## config.mk

```make
export PLATFORM = sky130hd
export DESIGN_NAME = converter_fault_latch
export DESIGN_NICKNAME = d
export VERILOG_FILES = /design/src/rtl/cfl_pkg.sv /design/src/rtl/converter_fault_latch.sv /design/src/rtl/cfl_eval.sv
export SDC_FILE = /design/constraint.sdc
export NUM_CORES = 1
export LEC_CHECK = 0
export BUFFER_PORTS_ARGS = -buffer_cell sky130_fd_sc_hd__buf_2
export CAP_MARGIN = 10
export CORE_MARGIN = 2
export CORE_UTILIZATION = 45
export DETAILED_ROUTE_END_ITERATION = 12
export MAX_ROUTING_LAYER = met4
export PLACE_DENSITY = 0.67
export SLEW_MARGIN = 30
export SYNTH_ARGS = -nofsm -noshare
export SYNTH_HDL_FRONTEND = slang
export SYNTH_SLANG_ARGS = --single-unit
```

## constraint.sdc

```tcl
create_clock -name clk_i -period 8.2 [get_ports clk_i]
set_input_delay 1.23 -clock clk_i [delete_from_list [all_inputs] [get_ports clk_i]]
set_output_delay 1.23 -clock clk_i [all_outputs]
set_load 0.005 [all_outputs]
```

## src/rtl/cfl_pkg.sv

```systemverilog
`default_nettype none

package cfl_pkg;

  // Item kinds carried on the action field
  typedef enum logic [1:0] {
    ActCheck   = 2'd0,
    ActTrigger = 2'd1,
    ActClear   = 2'd2,
    ActUnused  = 2'd3
  } action_e;

  // Configuration register indexes
  typedef enum logic [2:0] {
    CfgVoltageMax  = 3'd0,
    CfgVoltageMin  = 3'd1,
    CfgCurrentMax  = 3'd2,
    CfgCurrentWarn = 3'd3,
    CfgTempShut    = 3'd4,
    CfgCooldown    = 3'd5,
    CfgUvDelay     = 3'd6,
    CfgFeatures    = 3'd7
  } cfg_idx_e;

  // Fault codes
  localparam logic [7:0] CodeNone      = 8'h00;
  localparam logic [7:0] CodeTemp      = 8'h01;
  localparam logic [7:0] CodeCurrent   = 8'h02;
  localparam logic [7:0] CodeOverVolt  = 8'h03;
  localparam logic [7:0] CodeUnderVolt = 8'h04;
  localparam logic [7:0] CodeRipple    = 8'h05;

  // Feature mask bits
  localparam int unsigned FeatInputUv  = 0;
  localparam int unsigned FeatRipple   = 1;
  localparam int unsigned FeatRecovery = 2;

  // Recovery hysteresis
  localparam logic [16:0] UvHystMv   = 17'd200;
  localparam logic [12:0] TempHystDc = 13'sd100;

  // Configuration register reset values
  localparam logic [15:0] VoltageMaxRst  = 16'd60000;
  localparam logic [15:0] VoltageMinRst  = 16'd1000;
  localparam logic [14:0] CurrentMaxRst  = 15'd10000;
  localparam logic [14:0] CurrentWarnRst = 15'd8000;
  localparam logic [11:0] TempShutRst    = 12'd850;
  localparam logic [31:0] CooldownRst    = 32'd5000;
  localparam logic [31:0] UvDelayRst     = 32'd500;
  localparam logic [2:0]  FeaturesRst    = 3'd4;

  typedef struct packed {
    logic [15:0]        voltage_max_mv;
    logic [15:0]        voltage_min_mv;
    logic [14:0]        current_max_ma;
    logic [14:0]        current_warning_ma;
    logic signed [11:0] temp_shutdown_dc;
    logic [31:0]        cooldown_ms;
    logic [31:0]        uv_delay_ms;
    logic [2:0]         feature_mask;
  } cfg_t;

  typedef struct packed {
    logic [1:0]         action;
    logic [31:0]        now_ms;
    logic               meas_valid;
    logic [15:0]        vin_mv;
    logic [15:0]        vout_mv;
    logic signed [15:0] current_ma;
    logic signed [11:0] temp_dc;
    logic               pwm_running;
    logic               ripple_valid;
    logic [15:0]        ripple_ma;
    logic [7:0]         trigger_code;
  } item_t;

  typedef struct packed {
    logic        latch_flag;
    logic [7:0]  held_code;
    logic [31:0] latch_time;
    logic [31:0] run_start_time;
    logic        run_start_known;
    logic        error_state;
  } state_t;

  typedef struct packed {
    logic       fault_latched;
    logic [7:0] fault_code;
    logic       emergency_stop;
    logic       newly_latched;
    logic       system_error;
    logic       recovered;
    logic       integ_reset;
  } result_t;

endpackage

`default_nettype wire

```

## src/rtl/converter_fault_latch.sv

```systemverilog
// Converter protection latch.
// Input channel (in_valid_i / in_ready_o) carries one item: a safety check
// with one measurement, an external fault trigger, or a clear. Output channel
// (out_valid_o / out_ready_i) returns exactly one result per item: latch
// state, held fault code, error state and the stop / recovery / regulator
// reset pulses. Configuration registers are written through the cfg channel
// (cfg_valid_i / cfg_ready_o, always ready); the user must write them only
// while no item is in flight, which the block itself does not enforce.
// An accepted item is held in the input register and evaluated there; when
// the output register is free, the latch state is updated and the result is
// loaded into the output register at the same edge, from where it transfers.
// The block takes one item per cycle while the receiver takes every result,
// as the latch state is evaluated and updated combinationally in one step.
// When the receiver stalls, the result holds in the output register and the
// input register takes one more item, then in_ready_o drops until the
// result is taken.
// Reset clears the latch state, the run-time tracking and the valid flags of
// both pipeline registers, and loads the configuration defaults.
`default_nettype none

module converter_fault_latch import cfl_pkg::*; (
  input  wire logic               clk_i,
  input  wire logic               rst_ni,
  // configuration write channel
  input  wire logic               cfg_valid_i,
  output logic                    cfg_ready_o,
  input  wire logic [2:0]         cfg_index_i,
  input  wire logic [31:0]        cfg_data_i,
  // input item channel
  input  wire logic               in_valid_i,
  output logic                    in_ready_o,
  input  wire logic [1:0]         action_i,
  input  wire logic [31:0]        now_ms_i,
  input  wire logic               meas_valid_i,
  input  wire logic [15:0]        vin_mv_i,
  input  wire logic [15:0]        vout_mv_i,
  input  wire logic signed [15:0] current_ma_i,
  input  wire logic signed [11:0] temp_dc_i,
  input  wire logic               pwm_running_i,
  input  wire logic               ripple_valid_i,
  input  wire logic [15:0]        ripple_ma_i,
  input  wire logic [7:0]         trigger_code_i,
  // result channel
  output logic                    out_valid_o,
  input  wire logic               out_ready_i,
  output logic                    fault_latched_o,
  output logic [7:0]              fault_code_o,
  output logic                    emergency_stop_o,
  output logic                    newly_latched_o,
  output logic                    system_error_o,
  output logic                    recovered_o,
  output logic                    integ_reset_o
);

  cfg_t    cfg_q;
  item_t   item_q;
  logic    item_valid_q;
  state_t  state_q, state_d;
  result_t res_q, res_d;
  logic    out_valid_q;
  logic    advance;

  // Configuration registers
  assign cfg_ready_o = 1'b1;

  always_ff @(posedge clk_i or negedge rst_ni) begin
    if (!rst_ni) begin
      cfg_q.voltage_max_mv     <= VoltageMaxRst;
      cfg_q.voltage_min_mv     <= VoltageMinRst;
      cfg_q.current_max_ma     <= CurrentMaxRst;
      cfg_q.current_warning_ma <= CurrentWarnRst;
      cfg_q.temp_shutdown_dc   <= TempShutRst;
      cfg_q.cooldown_ms        <= CooldownRst;
      cfg_q.uv_delay_ms        <= UvDelayRst;
      cfg_q.feature_mask       <= FeaturesRst;
    end else if (cfg_valid_i) begin
      case (cfg_idx_e'(cfg_index_i))
        CfgVoltageMax:  cfg_q.voltage_max_mv     <= cfg_data_i[15:0];
        CfgVoltageMin:  cfg_q.voltage_min_mv     <= cfg_data_i[15:0];
        CfgCurrentMax:  cfg_q.current_max_ma     <= cfg_data_i[14:0];
        CfgCurrentWarn: cfg_q.current_warning_ma <= cfg_data_i[14:0];
        CfgTempShut:    cfg_q.temp_shutdown_dc   <= cfg_data_i[11:0];
        CfgCooldown:    cfg_q.cooldown_ms        <= cfg_data_i;
        CfgUvDelay:     cfg_q.uv_delay_ms        <= cfg_data_i;
        CfgFeatures:    cfg_q.feature_mask       <= cfg_data_i[2:0];
        default: ;
      endcase
    end
  end

  // Evaluate the held item when the result register is free
  assign advance    = item_valid_q && (!out_valid_q || out_ready_i);
  assign in_ready_o = !item_valid_q || advance;

  // Input register
  always_ff @(posedge clk_i or negedge rst_ni) begin
    if (!rst_ni) begin
      item_valid_q <= 1'b0;
    end else if (in_ready_o) begin
      item_valid_q <= in_valid_i;
    end
  end

  always_ff @(posedge clk_i) begin
    if (in_ready_o && in_valid_i) begin
      item_q.action       <= action_i;
      item_q.now_ms       <= now_ms_i;
      item_q.meas_valid   <= meas_valid_i;
      item_q.vin_mv       <= vin_mv_i;
      item_q.vout_mv      <= vout_mv_i;
      item_q.current_ma   <= current_ma_i;
      item_q.temp_dc      <= temp_dc_i;
      item_q.pwm_running  <= pwm_running_i;
      item_q.ripple_valid <= ripple_valid_i;
      item_q.ripple_ma    <= ripple_ma_i;
      item_q.trigger_code <= trigger_code_i;
    end
  end

  cfl_eval u_eval (
    .cfg_i    (cfg_q),
    .state_i  (state_q),
    .item_i   (item_q),
    .state_o  (state_d),
    .result_o (res_d)
  );

  // Latch state advances once per evaluated item
  always_ff @(posedge clk_i or negedge rst_ni) begin
    if (!rst_ni) begin
      state_q <= '0;
    end else if (advance) begin
      state_q <= state_d;
    end
  end

  // Result register
  always_ff @(posedge clk_i or negedge rst_ni) begin
    if (!rst_ni) begin
      out_valid_q <= 1'b0;
    end else if (advance) begin
      out_valid_q <= 1'b1;
    end else if (out_ready_i) begin
      out_valid_q <= 1'b0;
    end
  end

  always_ff @(posedge clk_i) begin
    if (advance) begin
      res_q <= res_d;
    end
  end

  assign out_valid_o      = out_valid_q;
  assign fault_latched_o  = res_q.fault_latched;
  assign fault_code_o     = res_q.fault_code;
  assign emergency_stop_o = res_q.emergency_stop;
  assign newly_latched_o  = res_q.newly_latched;
  assign system_error_o   = res_q.system_error;
  assign recovered_o      = res_q.recovered;
  assign integ_reset_o    = res_q.integ_reset;

  // A held latch always comes with the error state
  a_latch_implies_error: assert property (@(posedge clk_i) disable iff (!rst_ni)
    state_q.latch_flag |-> state_q.error_state)
    else $error("latch set without error state");

  // A new latch reports a stop and a set latch
  a_newly_consistent: assert property (@(posedge clk_i) disable iff (!rst_ni)
    (out_valid_q && res_q.newly_latched) |-> (res_q.emergency_stop && res_q.fault_latched))
    else $error("newly latched without stop or latch");

  // Recovery leaves latch and error cleared and resets the regulator
  a_recover_consistent: assert property (@(posedge clk_i) disable iff (!rst_ni)
    (out_valid_q && res_q.recovered) |->
      (res_q.integ_reset && !res_q.fault_latched && !res_q.system_error))
    else $error("recovery result inconsistent");

  // Input stalls only while an item is held and the result is blocked
  a_stall_reason: assert property (@(posedge clk_i) disable iff (!rst_ni)
    !in_ready_o |-> (item_valid_q && out_valid_q && !out_ready_i))
    else $error("input stalled without cause");

endmodule

`default_nettype wire

```

## src/rtl/cfl_eval.sv

```systemverilog
`default_nettype none

module cfl_eval import cfl_pkg::*; (
  input  cfg_t    cfg_i,
  input  state_t  state_i,
  input  item_t   item_i,
  output state_t  state_o,
  output result_t result_o
);

  logic        [16:0] abs_cur;
  logic        [31:0] run_start;
  logic               run_known;
  logic               uv_armed;
  logic               fault;
  logic        [7:0]  code;
  logic               healthy;
  logic               cooled;
  logic               estop;
  logic               newly;
  logic               recov;
  logic               pidr;
  logic        [16:0] vin_floor;
  logic signed [12:0] temp_floor;
  state_t             nxt;

  // Magnitude of the current, one bit wider to hold the most negative value
  assign abs_cur = item_i.current_ma[15] ? (17'd0 - {item_i.current_ma[15], item_i.current_ma})
                                         : {1'b0, item_i.current_ma};

  // Track when PWM started running
  always_comb begin
    run_start = state_i.run_start_time;
    run_known = state_i.run_start_known;
    if (item_i.pwm_running && !state_i.run_start_known) begin
      run_start = item_i.now_ms;
      run_known = 1'b1;
    end
    if (!item_i.pwm_running) begin
      run_known = 1'b0;
    end
  end

  assign uv_armed = item_i.pwm_running && run_known &&
                    ((item_i.now_ms - run_start) >= cfg_i.uv_delay_ms);

  // Fault causes, highest priority last
  always_comb begin
    fault = 1'b0;
    code  = CodeNone;
    if (item_i.temp_dc > cfg_i.temp_shutdown_dc) begin
      fault = 1'b1;
      code  = CodeTemp;
    end
    if (abs_cur > {2'b00, cfg_i.current_max_ma}) begin
      fault = 1'b1;
      code  = CodeCurrent;
    end
    if ((item_i.vin_mv > cfg_i.voltage_max_mv) || (item_i.vout_mv > cfg_i.voltage_max_mv)) begin
      fault = 1'b1;
      code  = CodeOverVolt;
    end
    if (cfg_i.feature_mask[FeatInputUv] && (item_i.vin_mv < cfg_i.voltage_min_mv)) begin
      fault = 1'b1;
      code  = CodeUnderVolt;
    end
    if (uv_armed && (item_i.vout_mv < cfg_i.voltage_min_mv)) begin
      fault = 1'b1;
      code  = CodeUnderVolt;
    end
    if (cfg_i.feature_mask[FeatRipple] && item_i.ripple_valid &&
        ({item_i.ripple_ma, 1'b0} > {2'b00, cfg_i.current_max_ma})) begin
      fault = 1'b1;
      code  = CodeRipple;
    end
  end

  // Recovery conditions with hysteresis
  assign vin_floor  = {1'b0, cfg_i.voltage_min_mv} + UvHystMv;
  assign temp_floor = {cfg_i.temp_shutdown_dc[11], cfg_i.temp_shutdown_dc} - TempHystDc;
  assign healthy = ({1'b0, item_i.vin_mv} >= vin_floor) &&
                   (item_i.vin_mv <= cfg_i.voltage_max_mv) &&
                   (item_i.vout_mv <= cfg_i.voltage_max_mv) &&
                   (abs_cur < {2'b00, cfg_i.current_warning_ma}) &&
                   ($signed({item_i.temp_dc[11], item_i.temp_dc}) < temp_floor);
  assign cooled = (item_i.now_ms - state_i.latch_time) >= cfg_i.cooldown_ms;

  // Next state and pulses
  always_comb begin
    nxt   = state_i;
    estop = 1'b0;
    newly = 1'b0;
    recov = 1'b0;
    pidr  = 1'b0;
    case (action_e'(item_i.action))
      ActCheck: begin
        nxt.run_start_time  = run_start;
        nxt.run_start_known = run_known;
        if (item_i.meas_valid) begin
          if (fault) begin
            estop           = 1'b1;
            nxt.error_state = 1'b1;
            nxt.latch_flag  = 1'b1;
            if (!state_i.latch_flag) begin
              nxt.held_code  = code;
              nxt.latch_time = item_i.now_ms;
              newly          = 1'b1;
            end
          end else if (cfg_i.feature_mask[FeatRecovery] && state_i.latch_flag &&
                       cooled && healthy) begin
            nxt.latch_flag  = 1'b0;
            nxt.held_code   = CodeNone;
            nxt.error_state = 1'b0;
            recov           = 1'b1;
            pidr            = 1'b1;
          end
        end
      end
      ActTrigger: begin
        nxt.error_state = 1'b1;
        nxt.held_code   = item_i.trigger_code;
        nxt.latch_flag  = 1'b1;
        nxt.latch_time  = item_i.now_ms;
        estop           = 1'b1;
      end
      ActClear: begin
        nxt.latch_flag = 1'b0;
        nxt.held_code  = CodeNone;
        nxt.latch_time = '0;
        pidr           = 1'b1;
      end
      default: begin
        nxt = state_i;
      end
    endcase
  end

  assign state_o                 = nxt;
  assign result_o.fault_latched  = nxt.latch_flag;
  assign result_o.fault_code     = nxt.held_code;
  assign result_o.emergency_stop = estop;
  assign result_o.newly_latched  = newly;
  assign result_o.system_error   = nxt.error_state;
  assign result_o.recovered      = recov;
  assign result_o.integ_reset    = pidr;

endmodule

`default_nettype wire

```

==> impl_results.md <==
- Status: completed
- Core Region: around 48000 sq um
- Placed cell area: 23400 sq um
- Max cap viols: 0
- TritonCTS clock tree: built
- Worst EP arrival: 7180 ps
- CTS resizes: 0
- Compound-cell area share of the yosys netlist: approximately 15%
- Crit-path slowest cell: a222oi_1
- TNS Setup: 0 ps
- Clk root buf: clkbuf_16
- Commonest cells after routing, fill and taps aside: ha_1 (266), inv_1 (202), nand2_1 (195)
- Post-CTS setup buffers: 0
- First-pass GRT wire length: 89.6 mm
- Critical path buffers and inverters: 2
- I/O pins: 178
- # H-tree levels: 2
- Worst setup SP type: flop
- Num CTS Buffers: 43
- Max Buffers Root-to-Sink: 3
- Ys async rst share: between 60 and 70%
- Post-synthesis mux area share: 7.58%
- Adder-cell share of the synthesized area: about 16%
- DR pass1 iterations: 6
- Final WL: between 50 and 60 mm
- Hold-fix buffers, CTS: 0
- Design area: 24800 sq um
- PortBufs: between 150 and 200
- Synth Cell Area: 21800 sq um
- VDD IR-drop max: between 0.15 and 0.2 mV
- Post-synthesis register bit count: between 300 and 400
- Post-DR vias/cell: 5.55
- Die height: 224 um
- Global route total overflow: 0
- P&R area growth vs syn: 13.7%
- Clk sinks: approximately 350
- Pin count of the biggest net entering global routing: between 70 and 80
- Syn Area/Cell: 10.5 sq um
- Crit path required time: 8670 ps
- Post-Synth Simple-Gate Area: between 10 and 15%
- DRC violations left: 0
- Crit path capture type: flop
- Clk slew on worst S/H paths: about 50 ps
- Setup violators final: 0
- Full die area: 50300 sq um
- WS Path Type: reg -> reg
- Hold WS: roughly 480 ps
- Worst min path class: reg -> reg
- Vias in the first global route: about 17000
- Worst Reg-to-Reg Cells: 23
- Worst-Skew Late Latency: ~610 ps
- Fin Clk Skew: 49.8 ps
- Post-synth EDFFs: 135
- Critical path cell sequence: nand2b_1 -> o21ai_0 -> ha_1 -> inv_1 -> a222oi_1 -> o211ai_2 -> a311oi_2 -> o31ai_1 -> a21oi_2 -> o221ai_2 -> a21oi_2 -> xnor2_1 -> ha_1 -> nand2_1 -> o21ai_0 -> inv_1 -> a2111oi_0 -> o41ai_1 -> o22ai_1 -> and4bb_1 -> o21ai_1 -> nand2_4 -> mux2i_1
- Top FF cell, synth: dfrtp_1
- Initial antenna violation count: 4
- Post-synth cell types: 81
- CP max stage delay: 660 ps
- Largest family of logic cells by synthesized area: adder cells
- P_leak: 0.0113 uW
- Initial Util: 45.6%
- Synth warn: 0
- Cell depth of the worst setup path: 23
- Worst-Margin Slew: 910 ps
- Final min period: between 6000 and 7000 ps
- GRT Total Usage: 23.4%
- Relative slew slack: 37.8%
- Most common cell after layout, fill and taps aside: ha_1
- Worst path top cell family by delay: compound AO/OA/AOI/OAI gates
- Vias: between 15000 and 20000
- Pwr Density: roughly 280 nW/um^2
- ANT nets after route: 0
- Synth Area in XOR/XNOR: 3.76%
- RSZ-0062 raised after global routing: no
- Sequential area share after synthesis: 43.8%
- Design Power: 6920 uW
- WHS Path Cells: 2
- Non-Filler Instances: about 3000
- Post-Place Cells: 2842
- Gpl congestion: 0.926
- Pins over their slew limit: 0
- Syn nets: 2518
- Period utilization: 81.8%
- Area share of the largest cell type after synthesis: 20.3%
- Max FO, Critical Path: 32
- Die width: 224 um
- Top post-synthesis cells by area: dfrtp_1 (20%), edfxtp_1 (19%), ha_1 (15%), dfstp_2 (4.9%), mux2_2 (4.7%)
- Nets@finish: 2700
- DP Wirelength: about 42 mm
- Final Hold Vio Count: 0
- Per-cell routed wire length: 19.2 um
- Yosys top cell by area: dfrtp_1
- FP Rows: 80
- Fmax: approximately 0.15 GHz
- Gate Count Post-Synth: 2090
- Initial DRC count: between 1000 and 1500
- Share of layout cells above drive strength 1: between 10% and 20%
## layout make-up
type | instances | area, sq um
fillers | 4183 | 23000
repair buffers | 189 | 996
inverters | 204 | 766
diodes | 4 | 10.0
clock buffers | 58 | 1190
multi-input cells | 1481 | 11300
clock inverters | 21 | 219
flip-flops and latches | 353 | 9560
well taps | 615 | 769
## through the flow
step | setup WS, ps | util (%)
CTS | 1490 | 51.9
detailed placement | 1530 | 48.9
finish | 1490 | 51.9
global route | 799 | 51.9
floorplan | 2100 | -
global placement | 1580 | 48.9
## final timing paths
path | startpoint | endpoint | slack (ps)
worst max-delay path | state_q[1] | state_q[42] | 1490
worst min-delay path | state_q[15] | state_q[15] | 480
worst max register to register | state_q[1] | state_q[42] | 1490
worst min register to register | state_q[15] | state_q[15] | 480
max in group asynchronous | rst_ni | state_q[35] | 6430
min in group asynchronous | rst_ni | state_q[9] | 610
## where the power goes
| part | total (uW) | internal, uW | switching [uW] |
|---|---|---|---|
| Sequential | 2370 | 2180 | 195 |
| Combinational | 2630 | 1140 | 1490 |
| Clock | 1910 | 1100 | 813 |
## kinds of logic after synthesis
logic type	Yosys count
adder cells (fa/ha/maj)	272
flip-flops	353
multiplexers	154
buffers and inverters	256
AO/OA/AOI/OAI	504
other	1
AND/OR/NAND/NOR	457
XOR/XNOR	93
## layer usage
metal	track usage [%]	vias to the layer above	wire length (um)	part of all wire, %
met1	30.0	7770	25300	45
met2	38.3	418	26500	47
met5	-	-	0	0
met3	3.27	112	2610	4.7
li1	-	7934	-	-
met4	7.71	0	1660	3.0
## synthesized netlist by cell type (62+ instances only)
master and count:
ha_1 266, inv_1 202, nand2_1 195, dfrtp_1 177
o21ai_0 151, edfxtp_1 135, a21oi_1 107, mux2_2 92
nor2_1 74, xnor2_1 73, a21o_1 62, mux2i_1 62
## worst register-to-register path, delay by kind of cell, from the launching register on
family / cells / cell delay, ps
flip-flops: 1 / 420
adder cells (fa/ha/maj): 2 / 560
XOR/XNOR: 1 / 90
AND/OR/NAND/NOR: 4 / 1230
AO/OA/AOI/OAI: 13 / 3810
buffers and inverters: 2 / 160
multiplexers: 1 / 350
## sequential cells by signal (all words and copies together), names as in the netlist
| name | count |
|---|---|
| cfg_q | 141 |
| item_q | 121 |
| state_q | 75 |
| fault_code_o | 8 |
| emergency_stop_o | 1 |
| fault_latched_o | 1 |
| integ_reset_o | 1 |
| item_valid_q | 1 |
| newly_latched_o | 1 |
| out_valid_o | 1 |
| recovered_o | 1 |
| system_error_o | 1 |
Note: power is estimated with default switching activity, not from simulation.
